$ cat src/hdl/tlsd_pkg.sv
// Package for the timed lighting schedule duty block.
// Holds field widths, codes, the stored entry layout and the duty table builder.
// No dependencies.
`default_nettype none

package tlsd_pkg;

    localparam int MAX_ENTRIES_DEF = 16;
    localparam int FULL_DUTY_DEF   = 8191;

    localparam int FUNC_W    = 1;
    localparam int INDEX_W   = 4;
    localparam int HOUR_W    = 5;
    localparam int MINUTE_W  = 6;
    localparam int IN_LVL_W  = 8;
    localparam int LVL_W     = 7;
    localparam int NUM_LVL   = 7;
    localparam int DUTY_W    = 12;
    localparam int STATUS_W  = 2;
    localparam int TIME_W    = HOUR_W + MINUTE_W;

    localparam int MODE_W    = 2;
    localparam int STATIC_W  = 7;
    localparam int COUNT_W   = 5;
    localparam int CFG_IDX_W = 3;
    localparam int CFG_DATA_W = 7;

    localparam int LEVEL_MAX   = 100;
    localparam int LEVEL_CODES = 1 << LVL_W;
    localparam longint unsigned PCT_SCALE = 10000;
    localparam int K_STD  = 35;
    localparam int K_BLUE = 40;

    localparam logic [FUNC_W-1:0] FUNC_WRITE = 1'b0;
    localparam logic [FUNC_W-1:0] FUNC_EVAL  = 1'b1;

    localparam logic [MODE_W-1:0] MODE_MANUAL   = 2'd0;
    localparam logic [MODE_W-1:0] MODE_SCHEDULE = 2'd1;
    localparam logic [MODE_W-1:0] MODE_NONE     = 2'd2;

    localparam logic [STATUS_W-1:0] STATUS_OK     = 2'd0;
    localparam logic [STATUS_W-1:0] STATUS_NONE   = 2'd1;
    localparam logic [STATUS_W-1:0] STATUS_NO_ACT = 2'd2;

    localparam logic [CFG_IDX_W-1:0] CFG_LIGHT_MODE     = 3'd0;
    localparam logic [CFG_IDX_W-1:0] CFG_STATIC_RED     = 3'd1;
    localparam logic [CFG_IDX_W-1:0] CFG_STATIC_GREEN   = 3'd2;
    localparam logic [CFG_IDX_W-1:0] CFG_STATIC_BLUE    = 3'd3;
    localparam logic [CFG_IDX_W-1:0] CFG_ENTRIES_IN_USE = 3'd4;

    // level order: red, green, blue, white, warm white, royal blue, ultra violet
    localparam int LV_RED    = 0;
    localparam int LV_GREEN  = 1;
    localparam int LV_BLUE   = 2;
    localparam int LV_WHITE  = 3;
    localparam int LV_WARM   = 4;
    localparam int LV_ROYAL  = 5;
    localparam int LV_UV     = 6;

    typedef logic [NUM_LVL-1:0][LVL_W-1:0] levels_t;

    typedef struct packed {
        logic [HOUR_W-1:0]   hour;
        logic [MINUTE_W-1:0] minute;
        levels_t             lvl;
    } entry_t;

    typedef logic [LEVEL_CODES-1:0][DUTY_W-1:0] duty_tab_t;

    function automatic logic [LVL_W-1:0] sat100(input logic [IN_LVL_W-1:0] v);
        logic [LVL_W-1:0] r;
        if (v > IN_LVL_W'(LEVEL_MAX))
            r = LVL_W'(LEVEL_MAX);
        else
            r = v[LVL_W-1:0];
        return r;
    endfunction

    function automatic duty_tab_t make_duty_tab(input longint unsigned k,
                                                input longint unsigned full);
        duty_tab_t        tab;
        longint unsigned  lvl;
        for (int i = 0; i < LEVEL_CODES; i++)
        begin
            lvl    = (i > LEVEL_MAX) ? longint'(LEVEL_MAX) : longint'(i);
            tab[i] = DUTY_W'((lvl * full * k) / PCT_SCALE);
        end
        return tab;
    endfunction

endpackage

`default_nettype wire

$ cat src/hdl/tlsd_ifaces.sv
// Valid/ready channel interfaces for the timed lighting schedule duty block.
// Item channel carries write and evaluate beats; result channel carries duties.
// Depends on tlsd_pkg.
`default_nettype none

interface tlsd_item_if;
    logic                              valid;
    logic                              ready;
    logic [tlsd_pkg::FUNC_W-1:0]       func;
    logic [tlsd_pkg::INDEX_W-1:0]      entry_index;
    logic [tlsd_pkg::HOUR_W-1:0]       hour;
    logic [tlsd_pkg::MINUTE_W-1:0]     minute;
    logic [tlsd_pkg::IN_LVL_W-1:0]     level_red;
    logic [tlsd_pkg::IN_LVL_W-1:0]     level_green;
    logic [tlsd_pkg::IN_LVL_W-1:0]     level_blue;
    logic [tlsd_pkg::IN_LVL_W-1:0]     level_white;
    logic [tlsd_pkg::IN_LVL_W-1:0]     level_warm_white;
    logic [tlsd_pkg::IN_LVL_W-1:0]     level_royal_blue;
    logic [tlsd_pkg::IN_LVL_W-1:0]     level_ultra_violet;

    modport source (
        output valid, func, entry_index, hour, minute, level_red, level_green,
               level_blue, level_white, level_warm_white, level_royal_blue,
               level_ultra_violet,
        input  ready
    );

    modport sink (
        input  valid, func, entry_index, hour, minute, level_red, level_green,
               level_blue, level_white, level_warm_white, level_royal_blue,
               level_ultra_violet,
        output ready
    );
endinterface

interface tlsd_result_if;
    logic                              valid;
    logic                              ready;
    logic [tlsd_pkg::STATUS_W-1:0]     status;
    logic [tlsd_pkg::DUTY_W-1:0]       duty_red;
    logic [tlsd_pkg::DUTY_W-1:0]       duty_green;
    logic [tlsd_pkg::DUTY_W-1:0]       duty_blue;
    logic [tlsd_pkg::DUTY_W-1:0]       duty_white;
    logic [tlsd_pkg::DUTY_W-1:0]       duty_warm_white;
    logic [tlsd_pkg::DUTY_W-1:0]       duty_royal_blue;
    logic [tlsd_pkg::DUTY_W-1:0]       duty_ultra_violet;
    logic [tlsd_pkg::DUTY_W-1:0]       duty_violet;
    logic [tlsd_pkg::HOUR_W-1:0]       chosen_hour;
    logic [tlsd_pkg::MINUTE_W-1:0]     chosen_minute;

    modport source (
        output valid, status, duty_red, duty_green, duty_blue, duty_white,
               duty_warm_white, duty_royal_blue, duty_ultra_violet, duty_violet,
               chosen_hour, chosen_minute,
        input  ready
    );

    modport sink (
        input  valid, status, duty_red, duty_green, duty_blue, duty_white,
               duty_warm_white, duty_royal_blue, duty_ultra_violet, duty_violet,
               chosen_hour, chosen_minute,
        output ready
    );
endinterface

`default_nettype wire

$ cat src/hdl/timed_light_schedule_duty_top.sv
// Top level of the timed lighting schedule duty block.
// Schedule table memory, scan sequencer, duty lookup and result register.
// Depends on tlsd_pkg and tlsd_ifaces.
//
// A write beat stores one schedule entry in a synchronous table with one write
// and one read port; it gives no result. An evaluate beat in manual or
// no-action mode goes from the idle state straight to the finishing step that
// loads the result register. In schedule mode, when entries_in_use clamped to
// MAX_ENTRIES is not zero, the scan reads one table entry per cycle through the
// single read port, the read data is registered, and a drain step comes before
// the finishing step. One evaluate is in flight at a time; a finished result waits in
// its own register, so the next beat is taken while it is unread. The table has
// no reset and needs no clearing pass: every entry taking part in a scan must
// have been written first.
`default_nettype none

module timed_light_schedule_duty_top #(
    parameter int MAX_ENTRIES = tlsd_pkg::MAX_ENTRIES_DEF,
    parameter int FULL_DUTY   = tlsd_pkg::FULL_DUTY_DEF
) (
    input  wire logic                              clk,
    input  wire logic                              rst_n,
    input  wire logic                              cfg_we,
    input  wire logic [tlsd_pkg::CFG_IDX_W-1:0]    cfg_index,
    input  wire logic [tlsd_pkg::CFG_DATA_W-1:0]   cfg_data,
    tlsd_item_if.sink                              item,
    tlsd_result_if.source                          result
);

    localparam int ADDR_W = (MAX_ENTRIES > 1) ? $clog2(MAX_ENTRIES) : 1;
    localparam int CNT_W  = $clog2(MAX_ENTRIES + 1);

    localparam tlsd_pkg::duty_tab_t DUTY_STD =
        tlsd_pkg::make_duty_tab(longint'(tlsd_pkg::K_STD), longint'(FULL_DUTY));
    localparam tlsd_pkg::duty_tab_t DUTY_BLUE =
        tlsd_pkg::make_duty_tab(longint'(tlsd_pkg::K_BLUE), longint'(FULL_DUTY));

    localparam logic [1:0] ST_IDLE   = 2'd0;
    localparam logic [1:0] ST_SCAN   = 2'd1;
    localparam logic [1:0] ST_DRAIN  = 2'd2;
    localparam logic [1:0] ST_FINISH = 2'd3;

    localparam logic [1:0] KIND_MANUAL = 2'd0;
    localparam logic [1:0] KIND_SCHED  = 2'd1;
    localparam logic [1:0] KIND_NO_ACT = 2'd2;

    tlsd_pkg::entry_t mem [MAX_ENTRIES];
    tlsd_pkg::entry_t rd_data_reg;
    tlsd_pkg::entry_t wr_data;
    logic             wr_en;
    logic [ADDR_W-1:0] wr_addr;

    logic [1:0] state_reg, state_next;
    logic [1:0] kind_reg, kind_next;
    logic [CNT_W-1:0] cnt_reg, cnt_next;
    logic [CNT_W-1:0] n_reg, n_next;
    logic rd_vld_reg, rd_vld_next;
    logic found_reg, found_next;
    logic [tlsd_pkg::TIME_W-1:0] now_reg, now_next;
    logic [tlsd_pkg::TIME_W-1:0] best_t_reg, best_t_next;
    tlsd_pkg::levels_t lvl_reg, lvl_next;

    logic [tlsd_pkg::MODE_W-1:0]   mode_reg, mode_next;
    logic [tlsd_pkg::STATIC_W-1:0] red_reg, red_next;
    logic [tlsd_pkg::STATIC_W-1:0] green_reg, green_next;
    logic [tlsd_pkg::STATIC_W-1:0] blue_reg, blue_next;
    logic [tlsd_pkg::COUNT_W-1:0]  use_reg, use_next;

    logic res_valid_reg, res_valid_next;
    logic [tlsd_pkg::STATUS_W-1:0] status_reg, status_next;
    logic [7:0][tlsd_pkg::DUTY_W-1:0] duty_reg, duty_next;
    logic [tlsd_pkg::HOUR_W-1:0]   ch_hour_reg, ch_hour_next;
    logic [tlsd_pkg::MINUTE_W-1:0] ch_min_reg, ch_min_next;

    logic item_acc;
    logic load_res;
    logic live;
    logic [tlsd_pkg::TIME_W-1:0] rd_t;
    logic [CNT_W-1:0] n_clamped;

    assign item.ready = (state_reg == ST_IDLE);
    assign item_acc   = item.valid && item.ready;

    assign n_clamped = (32'(use_reg) > MAX_ENTRIES) ? CNT_W'(MAX_ENTRIES)
                                                    : CNT_W'(use_reg);

    assign rd_t = {rd_data_reg.hour, rd_data_reg.minute};

    always_comb
    begin
        wr_en   = item_acc && (item.func == tlsd_pkg::FUNC_WRITE)
                  && (32'(item.entry_index) < MAX_ENTRIES);
        wr_addr = ADDR_W'(item.entry_index);
        wr_data.hour   = item.hour;
        wr_data.minute = item.minute;
        wr_data.lvl[tlsd_pkg::LV_RED]   = tlsd_pkg::sat100(item.level_red);
        wr_data.lvl[tlsd_pkg::LV_GREEN] = tlsd_pkg::sat100(item.level_green);
        wr_data.lvl[tlsd_pkg::LV_BLUE]  = tlsd_pkg::sat100(item.level_blue);
        wr_data.lvl[tlsd_pkg::LV_WHITE] = tlsd_pkg::sat100(item.level_white);
        wr_data.lvl[tlsd_pkg::LV_WARM]  = tlsd_pkg::sat100(item.level_warm_white);
        wr_data.lvl[tlsd_pkg::LV_ROYAL] = tlsd_pkg::sat100(item.level_royal_blue);
        wr_data.lvl[tlsd_pkg::LV_UV]    = tlsd_pkg::sat100(item.level_ultra_violet);
    end

    always_ff @(posedge clk)
    begin
        if (wr_en)
            mem[wr_addr] <= wr_data;
        rd_data_reg <= mem[cnt_reg[ADDR_W-1:0]];
    end

    // configuration
    always_comb
    begin
        mode_next  = mode_reg;
        red_next   = red_reg;
        green_next = green_reg;
        blue_next  = blue_reg;
        use_next   = use_reg;
        if (cfg_we)
        begin
            case (cfg_index)
                tlsd_pkg::CFG_LIGHT_MODE:     mode_next  = cfg_data[tlsd_pkg::MODE_W-1:0];
                tlsd_pkg::CFG_STATIC_RED:     red_next   = cfg_data[tlsd_pkg::STATIC_W-1:0];
                tlsd_pkg::CFG_STATIC_GREEN:   green_next = cfg_data[tlsd_pkg::STATIC_W-1:0];
                tlsd_pkg::CFG_STATIC_BLUE:    blue_next  = cfg_data[tlsd_pkg::STATIC_W-1:0];
                tlsd_pkg::CFG_ENTRIES_IN_USE: use_next   = cfg_data[tlsd_pkg::COUNT_W-1:0];
                default: ;
            endcase
        end
    end

    // sequencer and scan
    always_comb
    begin
        state_next  = state_reg;
        kind_next   = kind_reg;
        cnt_next    = cnt_reg;
        n_next      = n_reg;
        found_next  = found_reg;
        now_next    = now_reg;
        best_t_next = best_t_reg;
        lvl_next    = lvl_reg;
        rd_vld_next = (state_reg == ST_SCAN);
        load_res    = 1'b0;

        if (rd_vld_reg && (rd_t <= now_reg) && (!found_reg || (rd_t > best_t_reg)))
        begin
            found_next  = 1'b1;
            best_t_next = rd_t;
            lvl_next    = rd_data_reg.lvl;
        end

        case (state_reg)
            ST_IDLE:
            begin
                if (item_acc && (item.func == tlsd_pkg::FUNC_EVAL))
                begin
                    now_next   = {item.hour, item.minute};
                    found_next = 1'b0;
                    cnt_next   = '0;
                    n_next     = n_clamped;
                    state_next = ST_FINISH;
                    case (mode_reg)
                        tlsd_pkg::MODE_MANUAL:
                        begin
                            kind_next = KIND_MANUAL;
                            lvl_next  = '0;
                            lvl_next[tlsd_pkg::LV_RED]   = tlsd_pkg::sat100(8'(red_reg));
                            lvl_next[tlsd_pkg::LV_GREEN] = tlsd_pkg::sat100(8'(green_reg));
                            lvl_next[tlsd_pkg::LV_BLUE]  = tlsd_pkg::sat100(8'(blue_reg));
                        end
                        tlsd_pkg::MODE_SCHEDULE:
                        begin
                            kind_next = KIND_SCHED;
                            if (n_clamped != '0)
                                state_next = ST_SCAN;
                        end
                        default:
                            kind_next = KIND_NO_ACT;
                    endcase
                end
            end
            ST_SCAN:
            begin
                cnt_next = cnt_reg + 1'b1;
                if (cnt_next == n_reg)
                    state_next = ST_DRAIN;
            end
            ST_DRAIN:
                state_next = ST_FINISH;
            ST_FINISH:
            begin
                if (!res_valid_reg || result.ready)
                begin
                    load_res   = 1'b1;
                    state_next = ST_IDLE;
                end
            end
            default:
                state_next = ST_IDLE;
        endcase
    end

    // result register
    always_comb
    begin
        live = (kind_reg == KIND_MANUAL) || ((kind_reg == KIND_SCHED) && found_reg);

        res_valid_next = res_valid_reg && !result.ready;
        status_next    = status_reg;
        duty_next      = duty_reg;
        ch_hour_next   = ch_hour_reg;
        ch_min_next    = ch_min_reg;

        if (load_res)
        begin
            res_valid_next = 1'b1;
            if (kind_reg == KIND_NO_ACT)
                status_next = tlsd_pkg::STATUS_NO_ACT;
            else if (live)
                status_next = tlsd_pkg::STATUS_OK;
            else
                status_next = tlsd_pkg::STATUS_NONE;

            duty_next = '0;
            if (live)
            begin
                duty_next[0] = DUTY_STD[lvl_reg[tlsd_pkg::LV_RED]];
                duty_next[1] = DUTY_STD[lvl_reg[tlsd_pkg::LV_GREEN]];
                duty_next[2] = DUTY_BLUE[lvl_reg[tlsd_pkg::LV_BLUE]];
                duty_next[3] = DUTY_STD[lvl_reg[tlsd_pkg::LV_WHITE]];
                duty_next[4] = DUTY_STD[lvl_reg[tlsd_pkg::LV_WARM]];
                duty_next[5] = DUTY_BLUE[lvl_reg[tlsd_pkg::LV_ROYAL]];
                duty_next[6] = DUTY_STD[lvl_reg[tlsd_pkg::LV_UV]];
                duty_next[7] = DUTY_STD[lvl_reg[tlsd_pkg::LV_UV]];
            end

            if ((kind_reg == KIND_SCHED) && found_reg)
            begin
                ch_hour_next = best_t_reg[tlsd_pkg::TIME_W-1:tlsd_pkg::MINUTE_W];
                ch_min_next  = best_t_reg[tlsd_pkg::MINUTE_W-1:0];
            end
            else
            begin
                ch_hour_next = '0;
                ch_min_next  = '0;
            end
        end
    end

    always_ff @(posedge clk or negedge rst_n)
    begin
        if (!rst_n)
        begin
            state_reg     <= ST_IDLE;
            kind_reg      <= KIND_NO_ACT;
            cnt_reg       <= '0;
            n_reg         <= '0;
            rd_vld_reg    <= 1'b0;
            found_reg     <= 1'b0;
            res_valid_reg <= 1'b0;
            mode_reg      <= tlsd_pkg::MODE_NONE;
            red_reg       <= '0;
            green_reg     <= '0;
            blue_reg      <= '0;
            use_reg       <= '0;
        end
        else
        begin
            state_reg     <= state_next;
            kind_reg      <= kind_next;
            cnt_reg       <= cnt_next;
            n_reg         <= n_next;
            rd_vld_reg    <= rd_vld_next;
            found_reg     <= found_next;
            res_valid_reg <= res_valid_next;
            mode_reg      <= mode_next;
            red_reg       <= red_next;
            green_reg     <= green_next;
            blue_reg      <= blue_next;
            use_reg       <= use_next;
        end
    end

    always_ff @(posedge clk)
    begin
        now_reg     <= now_next;
        best_t_reg  <= best_t_next;
        lvl_reg     <= lvl_next;
        status_reg  <= status_next;
        duty_reg    <= duty_next;
        ch_hour_reg <= ch_hour_next;
        ch_min_reg  <= ch_min_next;
    end

    assign result.valid             = res_valid_reg;
    assign result.status            = status_reg;
    assign result.duty_red          = duty_reg[0];
    assign result.duty_green        = duty_reg[1];
    assign result.duty_blue         = duty_reg[2];
    assign result.duty_white        = duty_reg[3];
    assign result.duty_warm_white   = duty_reg[4];
    assign result.duty_royal_blue   = duty_reg[5];
    assign result.duty_ultra_violet = duty_reg[6];
    assign result.duty_violet       = duty_reg[7];
    assign result.chosen_hour       = ch_hour_reg;
    assign result.chosen_minute     = ch_min_reg;

    a_new_result_from_finish: assert property (@(posedge clk) disable iff (!rst_n)
        $rose(res_valid_reg) |-> $past(state_reg == ST_FINISH))
        else $error("result appeared without a finishing step");

    a_scan_in_range: assert property (@(posedge clk) disable iff (!rst_n)
        (state_reg == ST_SCAN) |-> (cnt_reg < n_reg))
        else $error("scan address past entries in use");

    a_best_not_after_now: assert property (@(posedge clk) disable iff (!rst_n)
        (found_reg && (state_reg != ST_IDLE)) |-> (best_t_reg <= now_reg))
        else $error("chosen entry later than current time");

    a_idle_result_zero: assert property (@(posedge clk) disable iff (!rst_n)
        (res_valid_reg && (status_reg != tlsd_pkg::STATUS_OK))
        |-> ((duty_reg == '0) && (ch_hour_reg == '0) && (ch_min_reg == '0)))
        else $error("non-applied result carries duties");

endmodule

`default_nettype wire
$ cat src/flat_wrapper.sv
// flat-port wrapper written by rule: the top's interface ports become plain ports
module timed_light_schedule_duty_top_flat 
#(
    parameter int MAX_ENTRIES = tlsd_pkg::MAX_ENTRIES_DEF,
    parameter int FULL_DUTY   = tlsd_pkg::FULL_DUTY_DEF
)
  (clk, rst_n, cfg_we, cfg_index, cfg_data, item_valid, item_func, item_entry_index, item_hour, item_minute, item_level_red, item_level_green, item_level_blue, item_level_white, item_level_warm_white, item_level_royal_blue, item_level_ultra_violet, item_ready, result_valid, result_status, result_duty_red, result_duty_green, result_duty_blue, result_duty_white, result_duty_warm_white, result_duty_royal_blue, result_duty_ultra_violet, result_duty_violet, result_chosen_hour, result_chosen_minute, result_ready);
  tlsd_item_if item_i ();
  tlsd_result_if result_i ();
  input  wire logic clk;
  input  wire logic rst_n;
  input  wire logic cfg_we;
  input  wire logic [tlsd_pkg::CFG_IDX_W-1:0] cfg_index;
  input  wire logic [tlsd_pkg::CFG_DATA_W-1:0] cfg_data;
  input wire logic [$bits(item_i.valid)-1:0] item_valid;
  input wire logic [$bits(item_i.func)-1:0] item_func;
  input wire logic [$bits(item_i.entry_index)-1:0] item_entry_index;
  input wire logic [$bits(item_i.hour)-1:0] item_hour;
  input wire logic [$bits(item_i.minute)-1:0] item_minute;
  input wire logic [$bits(item_i.level_red)-1:0] item_level_red;
  input wire logic [$bits(item_i.level_green)-1:0] item_level_green;
  input wire logic [$bits(item_i.level_blue)-1:0] item_level_blue;
  input wire logic [$bits(item_i.level_white)-1:0] item_level_white;
  input wire logic [$bits(item_i.level_warm_white)-1:0] item_level_warm_white;
  input wire logic [$bits(item_i.level_royal_blue)-1:0] item_level_royal_blue;
  input wire logic [$bits(item_i.level_ultra_violet)-1:0] item_level_ultra_violet;
  output wire logic [$bits(item_i.ready)-1:0] item_ready;
  output wire logic [$bits(result_i.valid)-1:0] result_valid;
  output wire logic [$bits(result_i.status)-1:0] result_status;
  output wire logic [$bits(result_i.duty_red)-1:0] result_duty_red;
  output wire logic [$bits(result_i.duty_green)-1:0] result_duty_green;
  output wire logic [$bits(result_i.duty_blue)-1:0] result_duty_blue;
  output wire logic [$bits(result_i.duty_white)-1:0] result_duty_white;
  output wire logic [$bits(result_i.duty_warm_white)-1:0] result_duty_warm_white;
  output wire logic [$bits(result_i.duty_royal_blue)-1:0] result_duty_royal_blue;
  output wire logic [$bits(result_i.duty_ultra_violet)-1:0] result_duty_ultra_violet;
  output wire logic [$bits(result_i.duty_violet)-1:0] result_duty_violet;
  output wire logic [$bits(result_i.chosen_hour)-1:0] result_chosen_hour;
  output wire logic [$bits(result_i.chosen_minute)-1:0] result_chosen_minute;
  input wire logic [$bits(result_i.ready)-1:0] result_ready;
  assign item_i.valid = item_valid;
  assign item_i.func = item_func;
  assign item_i.entry_index = item_entry_index;
  assign item_i.hour = item_hour;
  assign item_i.minute = item_minute;
  assign item_i.level_red = item_level_red;
  assign item_i.level_green = item_level_green;
  assign item_i.level_blue = item_level_blue;
  assign item_i.level_white = item_level_white;
  assign item_i.level_warm_white = item_level_warm_white;
  assign item_i.level_royal_blue = item_level_royal_blue;
  assign item_i.level_ultra_violet = item_level_ultra_violet;
  assign item_ready = item_i.ready;
  assign result_valid = result_i.valid;
  assign result_status = result_i.status;
  assign result_duty_red = result_i.duty_red;
  assign result_duty_green = result_i.duty_green;
  assign result_duty_blue = result_i.duty_blue;
  assign result_duty_white = result_i.duty_white;
  assign result_duty_warm_white = result_i.duty_warm_white;
  assign result_duty_royal_blue = result_i.duty_royal_blue;
  assign result_duty_ultra_violet = result_i.duty_ultra_violet;
  assign result_duty_violet = result_i.duty_violet;
  assign result_chosen_hour = result_i.chosen_hour;
  assign result_chosen_minute = result_i.chosen_minute;
  assign result_i.ready = result_ready;
  timed_light_schedule_duty_top #(.MAX_ENTRIES(MAX_ENTRIES), .FULL_DUTY(FULL_DUTY)) u_core (.clk(clk), .rst_n(rst_n), .cfg_we(cfg_we), .cfg_index(cfg_index), .cfg_data(cfg_data), .item(item_i), .result(result_i));
endmodule
$ cat config.mk
export PLATFORM = sky130hd
export DESIGN_NAME = timed_light_schedule_duty_top_flat
export DESIGN_NICKNAME = d
export VERILOG_FILES = /design/src/hdl/tlsd_pkg.sv /design/src/hdl/tlsd_ifaces.sv /design/src/hdl/timed_light_schedule_duty_top.sv /design/src/flat_wrapper.sv
export SDC_FILE = /design/constraint.sdc
export NUM_CORES = 2
export LEC_CHECK = 0
export ABC_AREA = 1
export BUFFER_PORTS_ARGS = -buffer_cell sky130_fd_sc_hd__buf_2
export CAP_MARGIN = 20
export CORE_MARGIN = 5
export CORE_UTILIZATION = 40
export CTS_BUF_LIST = sky130_fd_sc_hd__clkbuf_8
export CTS_CLUSTER_SIZE = 14
export DETAILED_ROUTE_END_ITERATION = 8
export PLACE_DENSITY = 0.56
export SETUP_SLACK_MARGIN = 0.3
export SKIP_LAST_GASP = 1
export SLEW_MARGIN = 20
export SYNTH_ARGS = -nofsm -noshare
export SYNTH_HDL_FRONTEND = slang
export SYNTH_SLANG_ARGS = --single-unit
$ cat constraint.sdc
create_clock -name clk -period 7.82 [get_ports clk]
set_input_delay 0.391 -clock clk [delete_from_list [all_inputs] [get_ports clk]]
set_output_delay 0.391 -clock clk [all_outputs]
set_load 0.02 [all_outputs]
==> key figures <==
Routing
  • DRT Pass-1 Iters: 5
  • Wire per inst: 21.43 um
  • Vias: 40870
  • Post-DR vias/cell: 5.482
  • WL final: 159.8 mm
  • Post-route DRC: 0
  • Number of DRC markers in iteration 0: 3741
  • Routed Antenna Nets: 0

Yosys
  • Mapped Area: 55700 sq um
  • Syn nets: 5444
  • Fraction of the mapped netlist area in compound gates: 0.1555
  • Sequential element share of the synthesized area: 0.6412
  • Post-synthesis simple-gate area fraction: 0.1310
  • Synth Register Bits: 1233
  • Yosys Warn Count: 0
  • Largest family of logic cells by synthesized area: compound AO/OA/AOI/OAI gates
  • Syn Inst Count: 5244
  • Post-synthesis adder-cell area fraction: 0.02538
  • Post-synthesis xor/xnor area fraction: 0.001101
  • Post-Syn Area per Cell: 10.62 sq um
  • Netlist cell types: 50
  • Async SR Flop Fraction: 0.03650
  • Post-synthesis mux area share: 0
  • Synth Flop Type: edfxtp_1
  • Post-synth EDFFs: 1079

Worst setup path
  • Worst r2r path cells: 7
  • Worst-path fanout max: 38
  • Req. time, crit path: 8.33 ns
  • WS Path Type: reg2reg
  • RR Endpoint: u_core.mem[12][22]
  • CP Launch Type: register
  • Origin of the critical flop-to-flop path: u_core.state_reg[0]
  • FF-to-FF setup slack: 4.05 ns
  • CP endpoint kind: register
  • CP arrival: 4.29 ns

Power and ir drop
  • Clock power share: 0.224
  • Worst VDD drop: 0.0003363 V
  • Pleak: 0.02296 uW
  • Switch share: 0.4308
  • Psw: 10420 uW
  • PD cells: 385.7 nW/um^2
  • Tot Pwr: 24190 uW
  • Sequential Power Share: 0.368
  • Combinational Power Share: 0.408
  • Int Power: 13770 uW

Clock network
  • CTS tree: yes
  • H-tree levels: 4
  • Setup Fix Bufs, Post-CTS: 0
  • Total CTS buffers: 201
  • Clk slew on worst S/H paths: 0.06 ns
  • CTS Sinks: 1233
  • Clk root buf: clkbuf_8
  • Clock latency at the later pin of the worst-skew pair: 0.91 ns
  • CTS Buffer Depth: 3

Hold path
  • Hold WC Path Type: in2reg
  • Min-Delay Startpoint: item_level_green[1]
  • Worst Hold End: u_core.mem[6][8]
  • Hold Crit Depth: 3

Floorplanning
  • Starting Density: 0.4006
  • Die ar.: 146800 sq um
  • Top Ports: 198
  • Row count: 137
  • Die W: 383.2 um
  • Core ar.: 139000 sq um
  • Die Span Y: 383.2 um

STA
  • Slew Viols, Final: 0
  • Tmin final: 3.773 ns
  • Unrepaired setup endpoints after global routing: no
  • Worst Clk Skew: 0.03123 ns
  • Rel. slew slack: 0.2557
  • FMAX: 265.1 MHz
  • Endpoints failing setup: 0
  • Setup TNS: 0 ns
  • Fin crit share: 0.4824
  • Actual slew at the worst max-slew pin: 1.112 ns
  • Final-report hold violation count: 0

GRT
  • Vias in the first global route: 39530
  • Initial antenna violation count: 12
  • First-pass GRT wire length: 241.6 mm
  • GR Overflow Total: 0
  • Largest net degree at the start of global routing: 203
  • GRT Util Overall: 0.2120

Status
  • Status: complete, no violations

Flow run
  • Total of max-cap violations: 0

Finish
  • Most common cell after layout, fill and taps aside: edfxtp_1
  • Final nets: 5599
  • Most frequent cells in the layout: edfxtp_1 (1079), o21ai_0 (783), nor2_1 (730)
  • Layout fillers: 13070
  • Max reg flops: 960
  • Fraction of layout cells with a size suffix above 1: 0.1088
  • Area grow syn2layout: 12.58%

Placed design
  • Detailed Place HPWL: 93.92 mm
  • Placer Congestion: 0.8991
  • Port bufs: 197
[worst max-delay path by stage]
stage	start	endpoint	cells after the start
3_5_place_dp	u_core.state_reg[1]	u_core.mem[12][22]	7
4_1_cts	u_core.state_reg[0]	u_core.mem[12][28]	7
2_1_floorplan	u_core.state_reg[0]	u_core.result.chosen_hour[0]	3
6_report	u_core.state_reg[0]	u_core.mem[12][22]	7
3_3_place_gp	u_core.state_reg[0]	u_core.mem[12][27]	7
5_1_grt	u_core.state_reg[0]	u_core.mem[12][36]	7
[kinds of logic after synthesis]
group                    Yosys count
XOR/XNOR                           7
buffers and inverters            626
AO/OA/AOI/OAI                   1464
flip-flops                      1233
adder cells (fa/ha/maj)          113
AND/OR/NAND/NOR                 1801
[per-stage QoR]
stage	instance area [sq um]	setup slack, ns	std cells	util	hold WS, ns
final	62710	4.047	7455	0.4511	0.06653
after CTS	62570	3.959	7438	0.4501	0.0004595
after detailed placement	58200	3.971	7018	0.4187	0.4703
after global routing	62690	3.880	7450	0.4510	0.004182
after floorplan	55700	1.960	5244	-	0.09541
after global placement	58200	4.018	7018	0.4186	0.4605
[cells in the mapped netlist, drive strengths merged (6+ instances only)]
cell	n	share of area
a21oi	191	0.017
a22oi	7	0.00094
a31oi	35	0.0039
buf	120	0.012
clkbuf	241	0.016
clkinv	8	0.00054
dfrtp	43	0.019
dfxtp	109	0.039
edfxtp	1079	0.58
ha	113	0.025
inv	257	0.017
nand2	703	0.048
nand3	259	0.023
nand3b	18	0.0024
nand4	6	0.00067
nor2	760	0.051
nor3	19	0.0017
o2111ai	14	0.0022
o211ai	124	0.017
o21a	15	0.0020
o21ai	794	0.071
o221ai	189	0.030
o22ai	76	0.0085
or2	32	0.0036
[worst max-delay path, cell delays in order (launching register included)]
cell	delay [ns]
dfrtp_1	0.41
inv_1	0.09
ha_1	0.29
nand2_1	0.08
nor2_1	0.45
nand3_1	0.45
nor2_4	0.87
buf_4	0.69
[layout make-up]
cell class / count / area [sq um] / area share
sequential: 1233 / 35730 / 0.5697
inverter: 265 / 1011 / 0.01612
timing repair buffer: 313 / 2064 / 0.03292
clock inverter: 151 / 828.3 / 0.01321
multi-input combinational: 3385 / 17610 / 0.2809
antenna: 7 / 17.52 / 0.0002793
tap: 1876 / 2347 / 0.03743
clock buffer: 225 / 3097 / 0.04938
[power by group through the flow]
stage	logic [uW]	clock network (uW)	registers [uW]
2_1_floorplan	7090	0	8630
3_3_place_gp	9720	0	9020
3_5_place_dp	9760	0	9020
4_1_cts	9800	5570	8880
5_1_grt	11100	5890	8980
6_report	9860	5430	8900
[what timing repair did]
action / CTS / global route
resized for setup: 0 / 0
hold buffers: 44 / 9
hold endpoints to repair: 472 / 125
setup endpoints to repair: 0 / 0
[metal layers]
layer	global-route usage	share of wire	up-vias
met1	0.2928	0.45	19970
met5	0	0.00019	-
met2	0.3410	0.47	1357
li1	-	-	19300
met3	0.04375	0.065	242
met4	0.05924	0.021	4
Note: power is estimated with default switching activity, not from simulation.
